==> config.mk <==
export PLATFORM = sky130hd
export DESIGN_NAME = accumulator_node_cpu_flat
export DESIGN_NICKNAME = d
export VERILOG_FILES = /design/src/rtl/acn_pkg.sv /design/src/rtl/acn_in_if.sv /design/src/rtl/acn_out_if.sv /design/src/rtl/acn_ram.sv /design/src/rtl/acn_exec.sv /design/src/rtl/accumulator_node_cpu.sv /design/src/flat_wrapper.sv
export SDC_FILE = /design/constraint.sdc
export NUM_CORES = 1
export LEC_CHECK = 0
export BUFFER_PORTS_ARGS = -buffer_cell sky130_fd_sc_hd__buf_2
export CORE_AREA = 8 8 343 345
export DETAILED_ROUTE_END_ITERATION = 10
export DIE_AREA = 0 0 351 353
export PLACE_DENSITY_LB_ADDON = 0.08
export SETUP_SLACK_MARGIN = 0.4
export SLEW_MARGIN = 10
export SYNTH_ARGS = -nofsm -noshare
export SYNTH_HDL_FRONTEND = slang
export SYNTH_SLANG_ARGS = --single-unit
export TNS_END_PERCENT = 10
==> constraint.sdc <==
create_clock -name clk -period 10.8 [get_ports clk]
set_input_delay 1.08 -clock clk [delete_from_list [all_inputs] [get_ports clk]]
set_output_delay 1.08 -clock clk [all_outputs]
set_load 0.03 [all_outputs]
==> src/rtl/acn_pkg.sv <==
// Package for the accumulator node: instruction codes, the program line
// layout and the result word shared by the execute unit and the top level.
// Depends on nothing.
package acn_pkg;

	// Instruction kinds; codes 13 to 15 execute as nop.
	localparam logic [3:0] KIND_NOP = 4'd0;
	localparam logic [3:0] KIND_SWP = 4'd1;
	localparam logic [3:0] KIND_SAV = 4'd2;
	localparam logic [3:0] KIND_NEG = 4'd3;
	localparam logic [3:0] KIND_ADD = 4'd4;
	localparam logic [3:0] KIND_SUB = 4'd5;
	localparam logic [3:0] KIND_MOV = 4'd6;
	localparam logic [3:0] KIND_JMP = 4'd7;
	localparam logic [3:0] KIND_JEZ = 4'd8;
	localparam logic [3:0] KIND_JNZ = 4'd9;
	localparam logic [3:0] KIND_JGZ = 4'd10;
	localparam logic [3:0] KIND_JLZ = 4'd11;
	localparam logic [3:0] KIND_JRO = 4'd12;

	// Operand sources.
	localparam logic [2:0] SRC_ACC   = 3'd0;
	localparam logic [2:0] SRC_INPUT = 3'd1;
	localparam logic [2:0] SRC_IMM   = 3'd2;
	localparam logic [2:0] SRC_STACK = 3'd3;

	// Destinations of mov.
	localparam logic [1:0] DEST_ACC   = 2'd0;
	localparam logic [1:0] DEST_OUT   = 2'd1;
	localparam logic [1:0] DEST_STACK = 2'd2;

	// Item opcodes.
	localparam logic OP_LOAD = 1'b0;
	localparam logic OP_STEP = 1'b1;

	// Configuration register index.
	localparam logic REG_PROGRAM_LENGTH = 1'b0;

	typedef struct packed {
		logic [3:0]  kind;
		logic [2:0]  source;
		logic [1:0]  dest;
		logic [15:0] operand;
	} prog_line_t;

	localparam int LINE_W = $bits(prog_line_t);

	typedef struct packed {
		logic        out_valid;
		logic [15:0] out_value;
		logic        input_consumed;
		logic        starved;
		logic        stack_dropped;
		logic        stack_empty_read;
		logic [3:0]  next_pc;
		logic [15:0] acc_value;
		logic [15:0] bak_value;
	} result_t;

endpackage

==> src/rtl/acn_in_if.sv <==
// Input channel of the accumulator node: valid/ready handshake carrying
// one load or step word. Depends on nothing.
interface acn_in_if;
	logic               valid;
	logic               ready;
	logic               opcode;
	logic [3:0]         load_address;
	logic [3:0]         instr_kind;
	logic [2:0]         instr_source;
	logic [1:0]         instr_dest;
	logic signed [15:0] instr_operand;
	logic               input_valid;
	logic signed [15:0] input_value;

	modport source (
		output valid, opcode, load_address, instr_kind, instr_source, instr_dest,
		       instr_operand, input_valid, input_value,
		input  ready
	);
	modport sink (
		input  valid, opcode, load_address, instr_kind, instr_source, instr_dest,
		       instr_operand, input_valid, input_value,
		output ready
	);
endinterface

==> src/rtl/acn_out_if.sv <==
// Output channel of the accumulator node: valid/ready handshake carrying
// one result word per accepted input word. Depends on nothing.
interface acn_out_if;
	logic               valid;
	logic               ready;
	logic               out_valid;
	logic signed [15:0] out_value;
	logic               input_consumed;
	logic               starved;
	logic               stack_dropped;
	logic               stack_empty_read;
	logic [3:0]         next_pc;
	logic signed [15:0] acc_value;
	logic signed [15:0] bak_value;

	modport source (
		output valid, out_valid, out_value, input_consumed, starved, stack_dropped,
		       stack_empty_read, next_pc, acc_value, bak_value,
		input  ready
	);
	modport sink (
		input  valid, out_valid, out_value, input_consumed, starved, stack_dropped,
		       stack_empty_read, next_pc, acc_value, bak_value,
		output ready
	);
endinterface

==> src/rtl/acn_ram.sv <==
// Generic simple dual-port RAM: one write port, one read port with a
// registered, enabled read. Depends on nothing.
module acn_ram #(
	parameter int WIDTH = 16,
	parameter int DEPTH = 16,
	localparam int AW = (DEPTH > 1) ? $clog2(DEPTH) : 1
) (
	input  logic             clk,
	input  logic             we,
	input  logic [AW-1:0]    waddr,
	input  logic [WIDTH-1:0] wdata,
	input  logic             re,
	input  logic [AW-1:0]    raddr,
	output logic [WIDTH-1:0] rdata
);

	logic [WIDTH-1:0] mem [DEPTH];

	always_ff @(posedge clk) begin
		if (we)
			mem[waddr] <= wdata;
		if (re)
			rdata <= mem[raddr];
	end

endmodule

==> src/rtl/acn_exec.sv <==
// Execute unit of the accumulator node: decodes one program line against
// the architectural state and gives the next state, the stack write and
// the result word. Depends on acn_pkg.
module acn_exec import acn_pkg::*; #(
	parameter int PROGRAM_DEPTH = 16,
	parameter int STACK_DEPTH = 16,
	localparam int PAW = $clog2(PROGRAM_DEPTH),
	localparam int LW  = $clog2(PROGRAM_DEPTH + 1),
	localparam int SAW = (STACK_DEPTH > 1) ? $clog2(STACK_DEPTH) : 1,
	localparam int CW  = $clog2(STACK_DEPTH + 1)
) (
	input  logic        is_step,
	input  prog_line_t  line,
	input  logic        input_valid,
	input  logic [15:0] input_value,
	input  logic [15:0] acc,
	input  logic [15:0] bak,
	input  logic [PAW-1:0] pc,
	input  logic [CW-1:0]  count,
	input  logic [15:0] pop_data,
	input  logic [LW-1:0]  len_eff,
	output result_t     res,
	output logic [PAW-1:0] pc_next,
	output logic [15:0] acc_next,
	output logic [15:0] bak_next,
	output logic [CW-1:0]  count_next,
	output logic        push_we,
	output logic [SAW-1:0] push_addr,
	output logic [15:0] push_data
);

	logic [PAW:0]    pc_inc;
	logic [PAW-1:0]  seq_next;
	logic [PAW-1:0]  jump_next;
	logic [17:0]     jro_sum;
	logic [PAW-1:0]  jro_next;
	logic            uses_src;
	logic            have;
	logic [15:0]     val;
	logic [15:0]     jro_off;
	logic            starved;
	logic            consumed;
	logic            empty;
	logic            dropped;
	logic            o_valid;
	logic [15:0]     o_value;
	logic [CW-1:0]   count_mid;

	// Sequential successor and absolute jump target, both wrapped to line 0
	// when at or beyond the program length; negative targets go to line 0.
	assign pc_inc = {1'b0, pc} + (PAW+1)'(1);
	assign seq_next = (pc_inc >= (PAW+1)'(len_eff)) ? '0 : pc_inc[PAW-1:0];
	assign jump_next = (line.operand[15] || (line.operand >= 16'(len_eff))) ? '0 :
	                   line.operand[PAW-1:0];

	assign uses_src = line.kind inside {[KIND_ADD:KIND_MOV], KIND_JRO};

	always_comb begin
		have = 1'b0;
		val = '0;
		starved = 1'b0;
		consumed = 1'b0;
		empty = 1'b0;
		dropped = 1'b0;
		o_valid = 1'b0;
		o_value = '0;
		count_mid = count;
		if (is_step && uses_src) begin
			case (line.source)
				SRC_ACC: begin
					val = acc;
					have = 1'b1;
				end
				SRC_INPUT: begin
					if (input_valid) begin
						val = input_value;
						have = 1'b1;
						consumed = 1'b1;
					end else begin
						starved = 1'b1;
					end
				end
				SRC_IMM: begin
					val = line.operand;
					have = 1'b1;
				end
				SRC_STACK: begin
					if (count != '0) begin
						count_mid = count - CW'(1);
						val = pop_data;
					end else begin
						empty = 1'b1;
					end
					have = 1'b1;
				end
				default: ;
			endcase
		end

		jro_off = have ? val : 16'd0;
		jro_sum = {{(18-PAW){1'b0}}, pc} + {{2{jro_off[15]}}, jro_off};
		jro_next = (jro_sum[17] || (jro_sum >= 18'(len_eff))) ? '0 : jro_sum[PAW-1:0];

		acc_next = acc;
		bak_next = bak;
		pc_next = pc;
		push_we = 1'b0;
		push_addr = SAW'(count_mid);
		push_data = val;
		if (is_step) begin
			pc_next = seq_next;
			if (!starved) begin
				case (line.kind)
					KIND_SWP: begin
						acc_next = bak;
						bak_next = acc;
					end
					KIND_SAV: bak_next = acc;
					KIND_NEG: acc_next = 16'd0 - acc;
					KIND_ADD: if (have) acc_next = acc + val;
					KIND_SUB: if (have) acc_next = acc - val;
					KIND_MOV: begin
						case (line.dest)
							DEST_ACC: acc_next = val;
							DEST_OUT: begin
								o_valid = 1'b1;
								o_value = val;
							end
							DEST_STACK: begin
								if (32'(count_mid) < STACK_DEPTH)
									push_we = 1'b1;
								else
									dropped = 1'b1;
							end
							default: ;
						endcase
					end
					KIND_JMP: pc_next = jump_next;
					KIND_JEZ: if (acc == 16'd0) pc_next = jump_next;
					KIND_JNZ: if (acc != 16'd0) pc_next = jump_next;
					KIND_JGZ: if (!acc[15] && acc != 16'd0) pc_next = jump_next;
					KIND_JLZ: if (acc[15]) pc_next = jump_next;
					KIND_JRO: pc_next = jro_next;
					default: ;
				endcase
			end
		end
		count_next = count_mid + CW'(push_we);

		res.out_valid = o_valid;
		res.out_value = o_value;
		res.input_consumed = consumed;
		res.starved = starved;
		res.stack_dropped = dropped;
		res.stack_empty_read = empty;
		res.next_pc = 4'(pc_next);
		res.acc_value = acc_next;
		res.bak_value = bak_next;
	end

endmodule

==> src/rtl/accumulator_node_cpu.sv <==
// Top level of the accumulator node: a small accumulator processor with a
// program memory and a stack memory. Depends on acn_pkg, acn_in_if,
// acn_out_if, acn_ram and acn_exec.
//
// Use: words arrive on in_ch. A load word (opcode 0) writes one decoded
// instruction into program memory; a step word (opcode 1) executes the line
// at the program counter, using input_value as the input operand when the
// line asks for it. Every accepted word gives exactly one result word on
// out_ch, in order, carrying the flags, the next program counter and the
// accumulator and backup values after the word.
// Throughput is one word per cycle while the receiver keeps up. The program
// and stack memories are read as the word is accepted, the line executes in
// the execute stage once those reads have landed, and the result then sits in
// the output register. The loop that sets the rate runs from the program
// memory read data through the execute unit and the next program counter
// back to the program memory read address.
// When the receiver stalls, the result waits in the output register and one
// further word is held in the execute stage; in_ch.ready drops only when
// both are full and out_ch.ready is low.
// Reset clears the program counter, accumulator, backup register, stack
// count and the pipeline, and sets program_length to 1. The memories are
// not cleared: lines must be loaded before they are executed.
// The program_length register is written over the APB port at address 0,
// by the user only while the block is idle; the block does not enforce this.
module accumulator_node_cpu import acn_pkg::*; #(
	parameter int PROGRAM_DEPTH = 16,
	parameter int STACK_DEPTH = 16
) (
	input  logic        clk,
	input  logic        arst_n,
	acn_in_if.sink      in_ch,
	acn_out_if.source   out_ch,
	input  logic        psel,
	input  logic        penable,
	input  logic        pwrite,
	input  logic [2:0]  paddr,
	input  logic [31:0] pwdata,
	output logic [31:0] prdata,
	output logic        pready
);

	localparam int PAW = $clog2(PROGRAM_DEPTH);
	localparam int LW  = $clog2(PROGRAM_DEPTH + 1);
	localparam int SAW = (STACK_DEPTH > 1) ? $clog2(STACK_DEPTH) : 1;
	localparam int CW  = $clog2(STACK_DEPTH + 1);

	// Configuration register.
	logic [4:0]    len_q;
	logic [LW-1:0] len_eff;

	// Architectural state held in flip-flops.
	logic [15:0]    acc_q;
	logic [15:0]    bak_q;
	logic [PAW-1:0] pc_q;
	logic [CW-1:0]  count_q;

	// Execute stage: the accepted word waits here while its memory reads land.
	logic        valid_s1;
	logic        opcode_s1;
	logic        input_valid_s1;
	logic [15:0] input_value_s1;
	logic        fwd_s1;
	logic [15:0] fwd_data_s1;

	// Output register.
	logic    out_v_q;
	result_t out_q;

	logic           accept;
	logic           advance;
	logic           prog_we;
	logic [PAW-1:0] prog_raddr;
	logic [LINE_W-1:0] prog_rdata;
	prog_line_t     line_s1;
	prog_line_t     load_line;
	logic [CW-1:0]  count_eff;
	logic [SAW-1:0] stack_raddr;
	logic [15:0]    stack_rdata;
	logic [15:0]    pop_data;

	result_t        ex_res;
	logic [PAW-1:0] ex_pc_next;
	logic [15:0]    ex_acc_next;
	logic [15:0]    ex_bak_next;
	logic [CW-1:0]  ex_count_next;
	logic           ex_push_we;
	logic [SAW-1:0] ex_push_addr;
	logic [15:0]    ex_push_data;

	// The execute stage moves on whenever the output register is free or
	// being emptied; a new word enters whenever the stage is free or moving.
	assign advance = valid_s1 && (!out_v_q || out_ch.ready);
	assign in_ch.ready = !valid_s1 || advance;
	assign accept = in_ch.valid && in_ch.ready;

	// Program length as used: zero counts as one, and it never exceeds the
	// memory depth.
	always_comb begin
		if (len_q == 5'd0)
			len_eff = LW'(1);
		else if (32'(len_q) > PROGRAM_DEPTH)
			len_eff = LW'(PROGRAM_DEPTH);
		else
			len_eff = LW'(len_q);
	end

	// APB port: the single register lives at word index 0.
	assign pready = 1'b1;
	assign prdata = (paddr[2] == REG_PROGRAM_LENGTH) ? {27'd0, len_q} : 32'd0;

	always_ff @(posedge clk or negedge arst_n) begin
		if (!arst_n) begin
			len_q <= 5'd1;
		end else if (psel && penable && pwrite && pready &&
		             paddr[2] == REG_PROGRAM_LENGTH) begin
			len_q <= pwdata[4:0];
		end
	end

	// Program memory. A load is written as it is accepted, so a step that
	// follows in the next cycle already sees it. A step reads the line at the
	// program counter that will hold once the word ahead of it has executed,
	// which is the execute unit's next PC when that word retires this cycle.
	assign load_line.kind = in_ch.instr_kind;
	assign load_line.source = in_ch.instr_source;
	assign load_line.dest = in_ch.instr_dest;
	assign load_line.operand = in_ch.instr_operand;
	assign prog_we = accept && (in_ch.opcode == OP_LOAD) &&
	                 (32'(in_ch.load_address) < PROGRAM_DEPTH);
	assign prog_raddr = advance ? ex_pc_next : pc_q;
	assign line_s1 = prog_line_t'(prog_rdata);

	acn_ram #(
		.WIDTH (LINE_W),
		.DEPTH (PROGRAM_DEPTH)
	) u_prog_ram (
		.clk   (clk),
		.we    (prog_we),
		.waddr (PAW'(in_ch.load_address)),
		.wdata (load_line),
		.re    (accept && (in_ch.opcode == OP_STEP)),
		.raddr (prog_raddr),
		.rdata (prog_rdata)
	);

	// Stack memory. The top entry is read speculatively for every accepted
	// word, at the stack count left by the word ahead. A push by that word
	// lands on the same edge, so a hit on the read address is forwarded.
	assign count_eff = advance ? ex_count_next : count_q;
	assign stack_raddr = (count_eff == '0) ? '0 : SAW'(count_eff - CW'(1));
	assign pop_data = fwd_s1 ? fwd_data_s1 : stack_rdata;

	acn_ram #(
		.WIDTH (16),
		.DEPTH (STACK_DEPTH)
	) u_stack_ram (
		.clk   (clk),
		.we    (advance && ex_push_we),
		.waddr (ex_push_addr),
		.wdata (ex_push_data),
		.re    (accept),
		.raddr (stack_raddr),
		.rdata (stack_rdata)
	);

	acn_exec #(
		.PROGRAM_DEPTH (PROGRAM_DEPTH),
		.STACK_DEPTH   (STACK_DEPTH)
	) u_exec (
		.is_step     (opcode_s1 == OP_STEP),
		.line        (line_s1),
		.input_valid (input_valid_s1),
		.input_value (input_value_s1),
		.acc         (acc_q),
		.bak         (bak_q),
		.pc          (pc_q),
		.count       (count_q),
		.pop_data    (pop_data),
		.len_eff     (len_eff),
		.res         (ex_res),
		.pc_next     (ex_pc_next),
		.acc_next    (ex_acc_next),
		.bak_next    (ex_bak_next),
		.count_next  (ex_count_next),
		.push_we     (ex_push_we),
		.push_addr   (ex_push_addr),
		.push_data   (ex_push_data)
	);

	// Pipeline control and architectural state.
	always_ff @(posedge clk or negedge arst_n) begin
		if (!arst_n) begin
			valid_s1 <= 1'b0;
			out_v_q <= 1'b0;
			acc_q <= '0;
			bak_q <= '0;
			pc_q <= '0;
			count_q <= '0;
		end else begin
			if (accept)
				valid_s1 <= 1'b1;
			else if (advance)
				valid_s1 <= 1'b0;

			if (advance)
				out_v_q <= 1'b1;
			else if (out_ch.ready)
				out_v_q <= 1'b0;

			if (advance) begin
				acc_q <= ex_acc_next;
				bak_q <= ex_bak_next;
				pc_q <= ex_pc_next;
				count_q <= ex_count_next;
			end
		end
	end

	// Payload registers.
	always_ff @(posedge clk) begin
		if (accept) begin
			opcode_s1 <= in_ch.opcode;
			input_valid_s1 <= in_ch.input_valid;
			input_value_s1 <= in_ch.input_value;
			fwd_s1 <= advance && ex_push_we && (ex_push_addr == stack_raddr);
			fwd_data_s1 <= ex_push_data;
		end
		if (advance)
			out_q <= ex_res;
	end

	assign out_ch.valid = out_v_q;
	assign out_ch.out_valid = out_q.out_valid;
	assign out_ch.out_value = out_q.out_value;
	assign out_ch.input_consumed = out_q.input_consumed;
	assign out_ch.starved = out_q.starved;
	assign out_ch.stack_dropped = out_q.stack_dropped;
	assign out_ch.stack_empty_read = out_q.stack_empty_read;
	assign out_ch.next_pc = out_q.next_pc;
	assign out_ch.acc_value = out_q.acc_value;
	assign out_ch.bak_value = out_q.bak_value;

endmodule

==> src/flat_wrapper.sv <==
// flat-port wrapper written by rule: the top's interface ports become plain ports
module accumulator_node_cpu_flat import acn_pkg::*;
#(
	parameter int PROGRAM_DEPTH = 16,
	parameter int STACK_DEPTH = 16
)
  (clk, arst_n, psel, penable, pwrite, paddr, pwdata, prdata, pready, in_ch_valid, in_ch_opcode, in_ch_load_address, in_ch_instr_kind, in_ch_instr_source, in_ch_instr_dest, in_ch_instr_operand, in_ch_input_valid, in_ch_input_value, in_ch_ready, out_ch_valid, out_ch_out_valid, out_ch_out_value, out_ch_input_consumed, out_ch_starved, out_ch_stack_dropped, out_ch_stack_empty_read, out_ch_next_pc, out_ch_acc_value, out_ch_bak_value, out_ch_ready);
  acn_in_if in_ch_i ();
  acn_out_if out_ch_i ();
  input  logic clk;
  input  logic arst_n;
  input  logic psel;
  input  logic penable;
  input  logic pwrite;
  input  logic [2:0] paddr;
  input  logic [31:0] pwdata;
  output logic [31:0] prdata;
  output logic pready;
  input wire logic [$bits(in_ch_i.valid)-1:0] in_ch_valid;
  input wire logic [$bits(in_ch_i.opcode)-1:0] in_ch_opcode;
  input wire logic [$bits(in_ch_i.load_address)-1:0] in_ch_load_address;
  input wire logic [$bits(in_ch_i.instr_kind)-1:0] in_ch_instr_kind;
  input wire logic [$bits(in_ch_i.instr_source)-1:0] in_ch_instr_source;
  input wire logic [$bits(in_ch_i.instr_dest)-1:0] in_ch_instr_dest;
  input wire logic [$bits(in_ch_i.instr_operand)-1:0] in_ch_instr_operand;
  input wire logic [$bits(in_ch_i.input_valid)-1:0] in_ch_input_valid;
  input wire logic [$bits(in_ch_i.input_value)-1:0] in_ch_input_value;
  output wire logic [$bits(in_ch_i.ready)-1:0] in_ch_ready;
  output wire logic [$bits(out_ch_i.valid)-1:0] out_ch_valid;
  output wire logic [$bits(out_ch_i.out_valid)-1:0] out_ch_out_valid;
  output wire logic [$bits(out_ch_i.out_value)-1:0] out_ch_out_value;
  output wire logic [$bits(out_ch_i.input_consumed)-1:0] out_ch_input_consumed;
  output wire logic [$bits(out_ch_i.starved)-1:0] out_ch_starved;
  output wire logic [$bits(out_ch_i.stack_dropped)-1:0] out_ch_stack_dropped;
  output wire logic [$bits(out_ch_i.stack_empty_read)-1:0] out_ch_stack_empty_read;
  output wire logic [$bits(out_ch_i.next_pc)-1:0] out_ch_next_pc;
  output wire logic [$bits(out_ch_i.acc_value)-1:0] out_ch_acc_value;
  output wire logic [$bits(out_ch_i.bak_value)-1:0] out_ch_bak_value;
  input wire logic [$bits(out_ch_i.ready)-1:0] out_ch_ready;
  assign in_ch_i.valid = in_ch_valid;
  assign in_ch_i.opcode = in_ch_opcode;
  assign in_ch_i.load_address = in_ch_load_address;
  assign in_ch_i.instr_kind = in_ch_instr_kind;
  assign in_ch_i.instr_source = in_ch_instr_source;
  assign in_ch_i.instr_dest = in_ch_instr_dest;
  assign in_ch_i.instr_operand = in_ch_instr_operand;
  assign in_ch_i.input_valid = in_ch_input_valid;
  assign in_ch_i.input_value = in_ch_input_value;
  assign in_ch_ready = in_ch_i.ready;
  assign out_ch_valid = out_ch_i.valid;
  assign out_ch_out_valid = out_ch_i.out_valid;
  assign out_ch_out_value = out_ch_i.out_value;
  assign out_ch_input_consumed = out_ch_i.input_consumed;
  assign out_ch_starved = out_ch_i.starved;
  assign out_ch_stack_dropped = out_ch_i.stack_dropped;
  assign out_ch_stack_empty_read = out_ch_i.stack_empty_read;
  assign out_ch_next_pc = out_ch_i.next_pc;
  assign out_ch_acc_value = out_ch_i.acc_value;
  assign out_ch_bak_value = out_ch_i.bak_value;
  assign out_ch_i.ready = out_ch_ready;
  accumulator_node_cpu #(.PROGRAM_DEPTH(PROGRAM_DEPTH), .STACK_DEPTH(STACK_DEPTH)) u_core (.clk(clk), .arst_n(arst_n), .in_ch(in_ch_i), .out_ch(out_ch_i), .psel(psel), .penable(penable), .pwrite(pwrite), .paddr(paddr), .pwdata(pwdata), .prdata(prdata), .pready(pready));
endmodule
==> run_summary.xml, run 1 <==
<?xml version="1.0" encoding="UTF-8"?>
<metrics>
  <group name="min_path">
    <metric name="hold_path.class" unit="">flip-flop to flip-flop</metric>
    <metric name="holdCritStartpoint" unit="">u_core.bak_q[12]$_DFFE_PN0P_</metric>
    <metric name="hold_end" unit="">u_core.bak_q[12]$_DFFE_PN0P_</metric>
    <metric name="hold-path-cell-count" unit="">2</metric>
  </group>
  <group name="cells_and_area">
    <metric name="final_layout_size_suffix_gt1_share" unit="%">14.6</metric>
    <metric name="multi_input_comb_area" unit="sq um">11100</metric>
    <metric name="nets" unit="">3085</metric>
    <metric name="filler_cell_count" unit="">10702</metric>
    <metric name="largest_reg_flops" unit="">400</metric>
    <metric name="largest_registers" unit="">u_core.u_prog_ram.mem (400), u_core.u_stack_ram.mem (256), u_core.u_prog_ram.rdata (25)</metric>
    <metric name="area_growth" unit="%">14.9</metric>
    <metric name="regMostFlops" unit="">u_core.u_prog_ram.mem</metric>
    <metric name="mostFrequentLayoutCell" unit="">sky130_fd_sc_hd__edfxtp_1</metric>
    <metric name="area.sequential" unit="sq um">24900</metric>
    <metric name="layout_common_cells" unit="">789 x sky130_fd_sc_hd__edfxtp_1, 425 x sky130_fd_sc_hd__nand2_1, 246 x sky130_fd_sc_hd__a21oi_1, 151 x sky130_fd_sc_hd__nor2_1, 123 x sky130_fd_sc_hd__buf_2</metric>
  </group>
  <group name="critical_path">
    <metric name="cell_with_the_largest_stage_delay_on_the_worst_path" unit="">sky130_fd_sc_hd__nor4_1</metric>
    <metric name="path_buf_inv" unit="">6</metric>
    <metric name="path_max_fanout" unit="">61</metric>
    <metric name="critical_path.reg2reg.startpoint" unit="">u_core.opcode_s1$_DFFE_PP_</metric>
    <metric name="worst_ep_arrival_time" unit="ns">8.65</metric>
    <metric name="path_delay_family" unit="">simple AND/OR/NAND/NOR gates</metric>
    <metric name="worst_setup_path_end_kind" unit="">flip-flop</metric>
    <metric name="crit_cells" unit="">26</metric>
    <metric name="worst_r2r_endpoint" unit="">u_core.u_prog_ram.rdata[7]$_DFFE_PP_</metric>
    <metric name="worst_setup_path_start_kind" unit="">flip-flop</metric>
    <metric name="reg2reg_depth" unit="">26</metric>
    <metric name="critical_path_class" unit="">flip-flop to flip-flop</metric>
    <metric name="worst_case_register_to_register_setup_slack" unit="ns">2.55</metric>
    <metric name="worst-endpoint-required" unit="ns">11.20</metric>
    <metric name="timing.critical_path.slowest_cell_delay" unit="ns">0.77</metric>
  </group>
  <group name="pwr">
    <metric name="finalPower" unit="W">0.0110</metric>
    <metric name="power.ir.vdd_worst" unit="uV">169</metric>
    <metric name="p_per_area" unit="nW/um^2">260</metric>
    <metric name="p_leak" unit="nW">14.7</metric>
  </group>
  <group name="global_route">
    <metric name="global_route.usage.met2" unit="%">30.0</metric>
    <metric name="grt.overflow.total" unit="">0</metric>
    <metric name="largest_net_degree_at_the_start_of_global_routing" unit="">72</metric>
    <metric name="vias_in_the_first_global_route" unit="">24139</metric>
    <metric name="met1_usage" unit="%">24.3</metric>
    <metric name="grtUsageMet3" unit="%">3.02</metric>
    <metric name="antenna_found_initial" unit="">9</metric>
    <metric name="global_route_wire_length_before_repair" unit="mm">168</metric>
    <metric name="global_route.peak_usage_layer" unit="">met2</metric>
    <metric name="track_usage" unit="%">18.1</metric>
  </group>
  <group name="place">
    <metric name="gp_congestion" unit="">0.832</metric>
    <metric name="post-dp-hpwl" unit="mm">69.5</metric>
    <metric name="portBuffers" unit="">123</metric>
  </group>
  <group name="drt">
    <metric name="detail_route.wirelength" unit="mm">115</metric>
    <metric name="via_per_inst" unit="">5.38</metric>
    <metric name="detail_route.drc_violations" unit="">0</metric>
    <metric name="drtIter0Drc" unit="">2070</metric>
    <metric name="number_of_detailed_route_iterations_in_the_first_pass" unit="">6</metric>
    <metric name="vias" unit="">24285</metric>
    <metric name="drt-wirelength-per-cell" unit="um">25.5</metric>
    <metric name="ant_nets" unit="">0</metric>
  </group>
  <group name="flow_run">
    <metric name="max_cap_viol_count" unit="">0</metric>
  </group>
  <group name="synth">
    <metric name="synth-seq-area-share" unit="%">67.7</metric>
    <metric name="yosys.cell_types.count" unit="">85</metric>
    <metric name="largest_family_of_logic_cells_by_synthesized_area" unit="">compound AO/OA/AOI/OAI gates</metric>
    <metric name="synthesis.instances" unit="">2821</metric>
    <metric name="fraction_of_synthesized_cell_area_in_xor_and_xnor_cells" unit="%">0.882</metric>
    <metric name="asyncSetResetFlopFracSynth" unit="%">5.73</metric>
    <metric name="post_synth_instance_area" unit="sq um">36800</metric>
    <metric name="synth_warnings" unit="">0</metric>
    <metric name="ys_top_cells_by_area" unit="">sky130_fd_sc_hd__edfxtp_1 64%, sky130_fd_sc_hd__nand2_1 4.3%, sky130_fd_sc_hd__a21oi_1 3.4%</metric>
    <metric name="synth_area_per_cell" unit="sq um">13.0</metric>
    <metric name="synth_seq_cells" unit="">837</metric>
    <metric name="synth_top_cell_area_share" unit="%">64.5</metric>
    <metric name="simple_gate_fraction_of_synth_area" unit="%">9.63</metric>
    <metric name="synth_largest_area_cell" unit="">sky130_fd_sc_hd__edfxtp_1</metric>
    <metric name="synth_compound_area_share" unit="%">14.0</metric>
    <metric name="post_synth_mux_area_share" unit="%">2.55</metric>
    <metric name="synthAdderAreaFrac" unit="%">2.13</metric>
    <metric name="dominantRegCellSynth" unit="">sky130_fd_sc_hd__edfxtp_1</metric>
    <metric name="synth-edff-count" unit="">789</metric>
  </group>
  <group name="clock_network">
    <metric name="post-cts-setup-buffer-count" unit="">0</metric>
    <metric name="clock_sinks" unit="">837</metric>
    <metric name="cts.path.max_buffers" unit="">3</metric>
    <metric name="cts-htree-levels" unit="">3</metric>
    <metric name="cts.hold.buffers_added" unit="">0</metric>
    <metric name="numCtsBuffers" unit="">93</metric>
    <metric name="cts_tree" unit="">built</metric>
    <metric name="cts_repair_resize_count" unit="">0</metric>
    <metric name="clock_tree.root_cell" unit="">sky130_fd_sc_hd__clkbuf_16</metric>
    <metric name="clkSlewWorstSetupHoldPaths" unit="ns">0.06</metric>
    <metric name="clk_latency" unit="ns">0.68</metric>
  </group>
  <group name="timing">
    <metric name="fin_crit_sh" unit="%">76.4</metric>
    <metric name="tightest_slew" unit="ns">1.13</metric>
    <metric name="timing_max_transition_violations_final" unit="">0</metric>
    <metric name="setup_total_negative_slack" unit="ns">0</metric>
    <metric name="timing.clock.skew" unit="ns">0.0208</metric>
    <metric name="final_period_minus_worst_setup_slack" unit="ns">8.25</metric>
    <metric name="achievable-frequency" unit="GHz">0.121</metric>
    <metric name="final_hold_viol_count" unit="">0</metric>
    <metric name="grt_setup_unrepaired" unit="">no</metric>
    <metric name="relative_slew_slack" unit="%">24.5</metric>
    <metric name="setup_viol_count_final" unit="">0</metric>
  </group>
  <group name="floorplan">
    <metric name="floorplan.initialDensity" unit="%">32.8</metric>
    <metric name="floorplan.die_area" unit="sq um">124000</metric>
    <metric name="fp.coreArea" unit="sq um">112000</metric>
    <metric name="design.portCount" unit="">181</metric>
    <metric name="die_h" unit="um">353</metric>
    <metric name="dieWidth" unit="um">351</metric>
    <metric name="rows" unit="">123</metric>
  </group>
  <group name="run_status">
    <metric name="outcome" unit="">finished, final reports clean</metric>
  </group>
</metrics>
==> synthesized netlist by cell type (38+ instances only) <==
library cell and instances:
sky130_fd_sc_hd__dfrtp_1 47, sky130_fd_sc_hd__clkbuf_1 124, sky130_fd_sc_hd__mux2i_1 51, sky130_fd_sc_hd__nand2_1 425
sky130_fd_sc_hd__a21oi_1 247, sky130_fd_sc_hd__a311oi_1 65, sky130_fd_sc_hd__ha_1 57, sky130_fd_sc_hd__o21ai_0 45
sky130_fd_sc_hd__mux2_2 38, sky130_fd_sc_hd__edfxtp_1 789, sky130_fd_sc_hd__a221oi_1 54, sky130_fd_sc_hd__inv_1 54
sky130_fd_sc_hd__nor2_1 180, sky130_fd_sc_hd__a211oi_1 57
==> stage by stage <==
stage          worst slack, ns  hold WS [ns]  utilization, %  cell area [sq um]  instances
4_1_cts                   2.53         0.522            37.7              42200       4511
2_1_floorplan             5.03         0.463               -              36800       2847
6_report                  2.55         0.509            37.7              42200       4517
3_3_place_gp              2.67         0.498            35.1              39300       4341
3_5_place_dp              2.58         0.507            35.1              39300       4341
5_1_grt                   2.08         0.538            37.7              42200       4512
==> cells by family (layout without fill, tap and decap cells) <==
family          Yosys count  count (layout)
fa+ha+maj                61              61
mux                      89              89
flops                   837             837
compound gates          737             737
xor+xnor                 37              37
other cells               2              34
simple gates            800             800
buf+inv                 258             422
==> where the power goes <==
| part | internal, W | leakage (nW) | switching (W) |
|---|---|---|---|
| registers | 0.00381 | 8.13 | 0.000203 |
| logic | 0.00124 | 5.12 | 0.00267 |
| clock network | 0.00176 | 1.43 | 0.00130 |
| total | 0.00681 | 14.7 | 0.00418 |
==> final cells by class <==
class                      instances  area share (%)
tap                             1500            4.44
inverter                          57           0.524
clock inverter                    44           0.954
clock buffer                     126            5.97
timing repair buffer             195            2.80
antenna                            6          0.0355
multi-input combinational       1752            26.3
sequential                       837            58.9
==> layer usage <==
metal / routed length, um / vias up
met4: 3290 / 4
li1: - / 11048
met3: 5650 / 194
met2: 55500 / 683
met1: 50800 / 12356
met5: 27 / -
==> how the worst max path moves through the flow <==
| stage | startpoint | end | slack (ns) |
|---|---|---|---|
| detailed placement | u_core.opcode_s1$_DFFE_PP_ | u_core.u_prog_ram.rdata[14]$_DFFE_PP_ | 2.58 |
| floorplan | u_core.u_prog_ram.rdata[24]$_DFFE_PP_ | u_core.u_prog_ram.rdata[10]$_DFFE_PP_ | 5.03 |
| CTS | u_core.opcode_s1$_DFFE_PP_ | u_core.u_prog_ram.rdata[14]$_DFFE_PP_ | 2.53 |
| global placement | u_core.opcode_s1$_DFFE_PP_ | u_core.u_prog_ram.rdata[14]$_DFFE_PP_ | 2.67 |
| finish | u_core.opcode_s1$_DFFE_PP_ | u_core.u_prog_ram.rdata[7]$_DFFE_PP_ | 2.55 |
| global route | u_core.opcode_s1$_DFFE_PP_ | u_core.u_prog_ram.rdata[14]$_DFFE_PP_ | 2.08 |
==> worst min-delay path: stages (launching register included) <==
cell and delay [ns]:
sky130_fd_sc_hd__dfrtp_1 0.36, sky130_fd_sc_hd__nand2_1 0.06, sky130_fd_sc_hd__nand2_1 0.06
(Power assumes the default switching activity.)
==> run 2, diff against run 1 <==
ABC_AREA = 1   (was unset)
CORE_AREA = 8 8 357 359   (was 8 8 343 345)
DIE_AREA = 0 0 365 367   (was 0 0 351 353)
clock period = 7.2 ns   (was 10.8 ns; I/O delays follow)
==> run 2 against run 1 <==
Effect of this change: cell area increased by 7.8%; global-route usage shrank 0.28 points; sequential power increased by 51%; setup slack worse by 1.5 ns; utilization is 0.23 points lower; first-iteration DRC count decreased by 5.2%; clock power is 59% higher; area after synthesis increased by 8.7%; critical endpoint is now u_core.u_prog_ram.rdata[10]$_DFFE_PP_.
==> run_summary.xml, run 2 <==
<?xml version="1.0" encoding="UTF-8"?>
<metrics>
  <group name="run_status">
    <metric name="outcome" unit="">finished, final reports clean</metric>
  </group>
  <group name="floorplan">
    <metric name="die_h" unit="um">367</metric>
    <metric name="design.portCount" unit="">181</metric>
    <metric name="fp.coreArea" unit="sq um">121000</metric>
    <metric name="floorplan.die_area" unit="sq um">134000</metric>
    <metric name="floorplan.initialDensity" unit="%">32.9</metric>
    <metric name="rows" unit="">128</metric>
    <metric name="dieWidth" unit="um">365</metric>
  </group>
  <group name="clock_network">
    <metric name="cts-htree-levels" unit="">3</metric>
    <metric name="cts.path.max_buffers" unit="">3</metric>
    <metric name="numCtsBuffers" unit="">98</metric>
    <metric name="clkSlewWorstSetupHoldPaths" unit="ns">0.06</metric>
    <metric name="cts_tree" unit="">built</metric>
    <metric name="clk_latency" unit="ns">0.69</metric>
    <metric name="clock_tree.root_cell" unit="">sky130_fd_sc_hd__clkbuf_16</metric>
    <metric name="clock_sinks" unit="">837</metric>
  </group>
  <group name="drt">
    <metric name="detail_route.drc_violations" unit="">0</metric>
    <metric name="via_per_inst" unit="">4.87</metric>
    <metric name="detail_route.wirelength" unit="mm">122</metric>
    <metric name="number_of_detailed_route_iterations_in_the_first_pass" unit="">5</metric>
    <metric name="drt-wirelength-per-cell" unit="um">21.4</metric>
    <metric name="ant_nets" unit="">0</metric>
    <metric name="vias" unit="">27822</metric>
    <metric name="drtIter0Drc" unit="">1962</metric>
  </group>
  <group name="timing">
    <metric name="grt_setup_unrepaired" unit="">no</metric>
    <metric name="final_period_minus_worst_setup_slack" unit="ns">6.16</metric>
    <metric name="tightest_slew" unit="ns">1.14</metric>
    <metric name="fin_crit_sh" unit="%">85.6</metric>
    <metric name="setup_total_negative_slack" unit="ns">0</metric>
    <metric name="relative_slew_slack" unit="%">23.8</metric>
    <metric name="achievable-frequency" unit="GHz">0.162</metric>
    <metric name="finalHoldWorstSlack" unit="ns">0.205</metric>
    <metric name="setup_viol_count_final" unit="">0</metric>
    <metric name="final_hold_viol_count" unit="">0</metric>
    <metric name="timing_max_transition_violations_final" unit="">0</metric>
    <metric name="timing.clock.skew" unit="ns">0.0487</metric>
  </group>
  <group name="synth">
    <metric name="synth_warnings" unit="">0</metric>
    <metric name="synth_top_cell_area_share" unit="%">59.3</metric>
    <metric name="synth_area_per_cell" unit="sq um">10.3</metric>
    <metric name="dominantRegCellSynth" unit="">sky130_fd_sc_hd__edfxtp_1</metric>
    <metric name="synthesis.instances" unit="">3897</metric>
    <metric name="synth-edff-count" unit="">789</metric>
    <metric name="yosys.cell_count.top_type" unit="">sky130_fd_sc_hd__edfxtp_1</metric>
    <metric name="asyncSetResetFlopFracSynth" unit="%">5.73</metric>
    <metric name="yosys.cell_types.count" unit="">55</metric>
    <metric name="synth_largest_area_cell" unit="">sky130_fd_sc_hd__edfxtp_1</metric>
    <metric name="synth-seq-area-share" unit="%">62.3</metric>
    <metric name="post_synth_instance_area" unit="sq um">39900</metric>
    <metric name="synth_seq_cells" unit="">837</metric>
    <metric name="ys_top_cells_by_area" unit="">sky130_fd_sc_hd__edfxtp_1 59%, sky130_fd_sc_hd__nand3_1 7.7%, sky130_fd_sc_hd__nand2_1 6.6%</metric>
    <metric name="synth.cells.most_frequent" unit="">789 x sky130_fd_sc_hd__edfxtp_1, 699 x sky130_fd_sc_hd__nand2_1, 612 x sky130_fd_sc_hd__nand3_1, 590 x sky130_fd_sc_hd__inv_1, 172 x sky130_fd_sc_hd__nor2_1</metric>
  </group>
  <group name="pwr">
    <metric name="p_per_area" unit="nW/um^2">385</metric>
    <metric name="internal_power" unit="W">0.0105</metric>
    <metric name="power.ir.vdd_worst" unit="uV">291</metric>
    <metric name="power_switching_share" unit="%">40.4</metric>
    <metric name="netSwitchingPower" unit="W">0.00708</metric>
    <metric name="power.clock.fraction" unit="%">27.8</metric>
    <metric name="power.combinational.fraction" unit="%">37.8</metric>
    <metric name="p_seq_share" unit="%">34.5</metric>
    <metric name="p_leak" unit="nW">18.2</metric>
  </group>
  <group name="critical_path">
    <metric name="path_buf_inv" unit="">9</metric>
    <metric name="path_max_fanout" unit="">49</metric>
    <metric name="worst_r2r_endpoint" unit="">u_core.u_prog_ram.rdata[10]$_DFFE_PP_</metric>
    <metric name="critical_path_class" unit="">flip-flop to flip-flop</metric>
    <metric name="worst_case_register_to_register_setup_slack" unit="ns">1.04</metric>
    <metric name="critical_path.reg2reg.startpoint" unit="">u_core.count_q[0]$_DFF_PN0_</metric>
    <metric name="worst_setup_path_end_kind" unit="">flip-flop</metric>
    <metric name="crit_cells" unit="">36</metric>
    <metric name="reg2reg_depth" unit="">36</metric>
    <metric name="worst_setup_path_start_kind" unit="">flip-flop</metric>
    <metric name="cp_common_cell" unit="">sky130_fd_sc_hd__nand3_1</metric>
    <metric name="cell_with_the_largest_stage_delay_on_the_worst_path" unit="">sky130_fd_sc_hd__fa_1</metric>
    <metric name="path_delay_family" unit="">simple AND/OR/NAND/NOR gates</metric>
    <metric name="worst_ep_arrival_time" unit="ns">6.48</metric>
    <metric name="worst-endpoint-required" unit="ns">7.52</metric>
    <metric name="timing.critical_path.slowest_cell_delay" unit="ns">0.43</metric>
  </group>
  <group name="cells_and_area">
    <metric name="largest_registers" unit="">u_core.u_prog_ram.mem (400), u_core.u_stack_ram.mem (256), u_core.u_prog_ram.rdata (25)</metric>
    <metric name="largest_reg_flops" unit="">400</metric>
    <metric name="filler_cell_count" unit="">12224</metric>
    <metric name="regMostFlops" unit="">u_core.u_prog_ram.mem</metric>
    <metric name="nets" unit="">4154</metric>
    <metric name="mostFrequentLayoutCell" unit="">sky130_fd_sc_hd__edfxtp_1</metric>
    <metric name="layout_common_cells" unit="">789 x sky130_fd_sc_hd__edfxtp_1, 696 x sky130_fd_sc_hd__nand2_1, 612 x sky130_fd_sc_hd__nand3_1, 588 x sky130_fd_sc_hd__inv_1, 163 x sky130_fd_sc_hd__o21ai_0</metric>
    <metric name="multi_input_comb_area" unit="sq um">11800</metric>
    <metric name="area.sequential" unit="sq um">24900</metric>
    <metric name="final_layout_size_suffix_gt1_share" unit="%">10.6</metric>
    <metric name="final_design_area_no_fill" unit="sq um">45500</metric>
    <metric name="area_growth" unit="%">14.0</metric>
  </group>
  <group name="global_route">
    <metric name="track_usage" unit="%">17.8</metric>
    <metric name="global_route_wire_length_before_repair" unit="mm">181</metric>
    <metric name="vias_in_the_first_global_route" unit="">27364</metric>
    <metric name="grt.overflow.total" unit="">0</metric>
    <metric name="largest_net_degree_at_the_start_of_global_routing" unit="">84</metric>
    <metric name="antenna_found_initial" unit="">11</metric>
  </group>
  <group name="flow_run">
    <metric name="max_cap_viol_count" unit="">0</metric>
  </group>
  <group name="place">
    <metric name="post-dp-hpwl" unit="mm">73.9</metric>
    <metric name="portBuffers" unit="">123</metric>
    <metric name="postPlaceCellArea" unit="sq um">42400</metric>
    <metric name="gp_congestion" unit="">0.872</metric>
  </group>
  <group name="min_path">
    <metric name="hold_path.class" unit="">input port to flip-flop</metric>
    <metric name="hold-path-cell-count" unit="">1</metric>
    <metric name="hold_end" unit="">u_core.input_value_s1[0]$_DFFE_PP_</metric>
    <metric name="holdCritStartpoint" unit="">in_ch_input_value[0]</metric>
  </group>
</metrics>
## run 2: cell count changes in the layout (fill, tap and decap cells not counted), sizes merged, moves of 38 or more
cell    previous run  this run
a21oi            247       134
nand3             10       618
a221oi            54         4
nand3b            11        78
nand2            425       712
a311oi            65         1
o211ai            22       137
inv               62       607
mux2              38         0
a211oi            57         3
mux2i             51         0
o21ai             55       171
## run 2: final cells by class
| class | instances | share of cell area (%) |
|---|---|---|
| flip-flops and latches | 837 | 54.7 |
| multi-input cells | 2255 | 25.9 |
| clock buffers | 124 | 5.78 |
| inverters | 608 | 5.02 |
| well taps | 1625 | 4.46 |
| repair buffers | 205 | 2.98 |
| clock inverters | 61 | 1.15 |
| diodes | 2 | 0.0110 |
## run 2: kinds of logic (layout without fill, tap and decap cells)
group	after synthesis	count (layout)	share of synthesized area, %
flip-flops	837	837	62.3
AND/OR/NAND/NOR	1648	1648	18.9
adder cells (fa/ha/maj)	60	60	1.94
other	2	30	0.0188
buffers and inverters	831	998	8.90
AO/OA/AOI/OAI	495	495	7.44
XOR/XNOR	24	24	0.526
## run 2: how the worst max path moves through the flow
stage,startpoint,end
3_3_place_gp,u_core.u_prog_ram.rdata[18]$_DFFE_PP_,u_core.u_prog_ram.rdata[24]$_DFFE_PP_
5_1_grt,u_core.count_q[0]$_DFF_PN0_,u_core.u_prog_ram.rdata[24]$_DFFE_PP_
4_1_cts,u_core.u_prog_ram.rdata[18]$_DFFE_PP_,u_core.u_prog_ram.rdata[10]$_DFFE_PP_
6_report,u_core.count_q[0]$_DFF_PN0_,u_core.u_prog_ram.rdata[10]$_DFFE_PP_
2_1_floorplan,u_core.u_prog_ram.rdata[20]$_DFFE_PP_,u_core.u_prog_ram.rdata[10]$_DFFE_PP_
3_5_place_dp,u_core.u_prog_ram.rdata[18]$_DFFE_PP_,u_core.u_prog_ram.rdata[24]$_DFFE_PP_
## run 2: metal layers
metal  vias to the layer above  part of all wire (%)  track usage, %
li1                      13514                     -               -
met1                     13464                    44            23.2
met2                       632                    49            30.6
met3                       206                   4.7            2.81
met4                         6                   2.7            5.10
met5                         -                 0.034               0
## run 2: what timing repair did
action                                 CTS  global route
setup buffers                            0             2
resized for setup                        0             3
setup endpoints to repair                0            25
endpoints found under the hold margin    0             0
hold buffers                             0             0
## run 2: power groups by stage
| stage | Sequential, W | Clock, W | Combinational (W) |
|---|---|---|---|
| 6_report | 0.00605 | 0.00486 | 0.00662 |
| 5_1_grt | 0.00608 | 0.00519 | 0.00736 |
| 2_1_floorplan | 0.00618 | 0 | 0.00437 |
| 4_1_cts | 0.00606 | 0.00502 | 0.00672 |
| 3_3_place_gp | 0.00616 | 0 | 0.00670 |
| 3_5_place_dp | 0.00616 | 0 | 0.00670 |
## run 2: stage by stage
step           utilization (%)  worst slack [ns]  instances  power, W
2_1_floorplan                -              2.62       3923    0.0106
3_3_place_gp              34.9             0.800       5528    0.0129
3_5_place_dp              34.9             0.810       5528    0.0129
4_1_cts                   37.5             0.797       5713    0.0178
5_1_grt                   37.5             0.474       5715    0.0186
6_report                  37.5              1.04       5717    0.0175
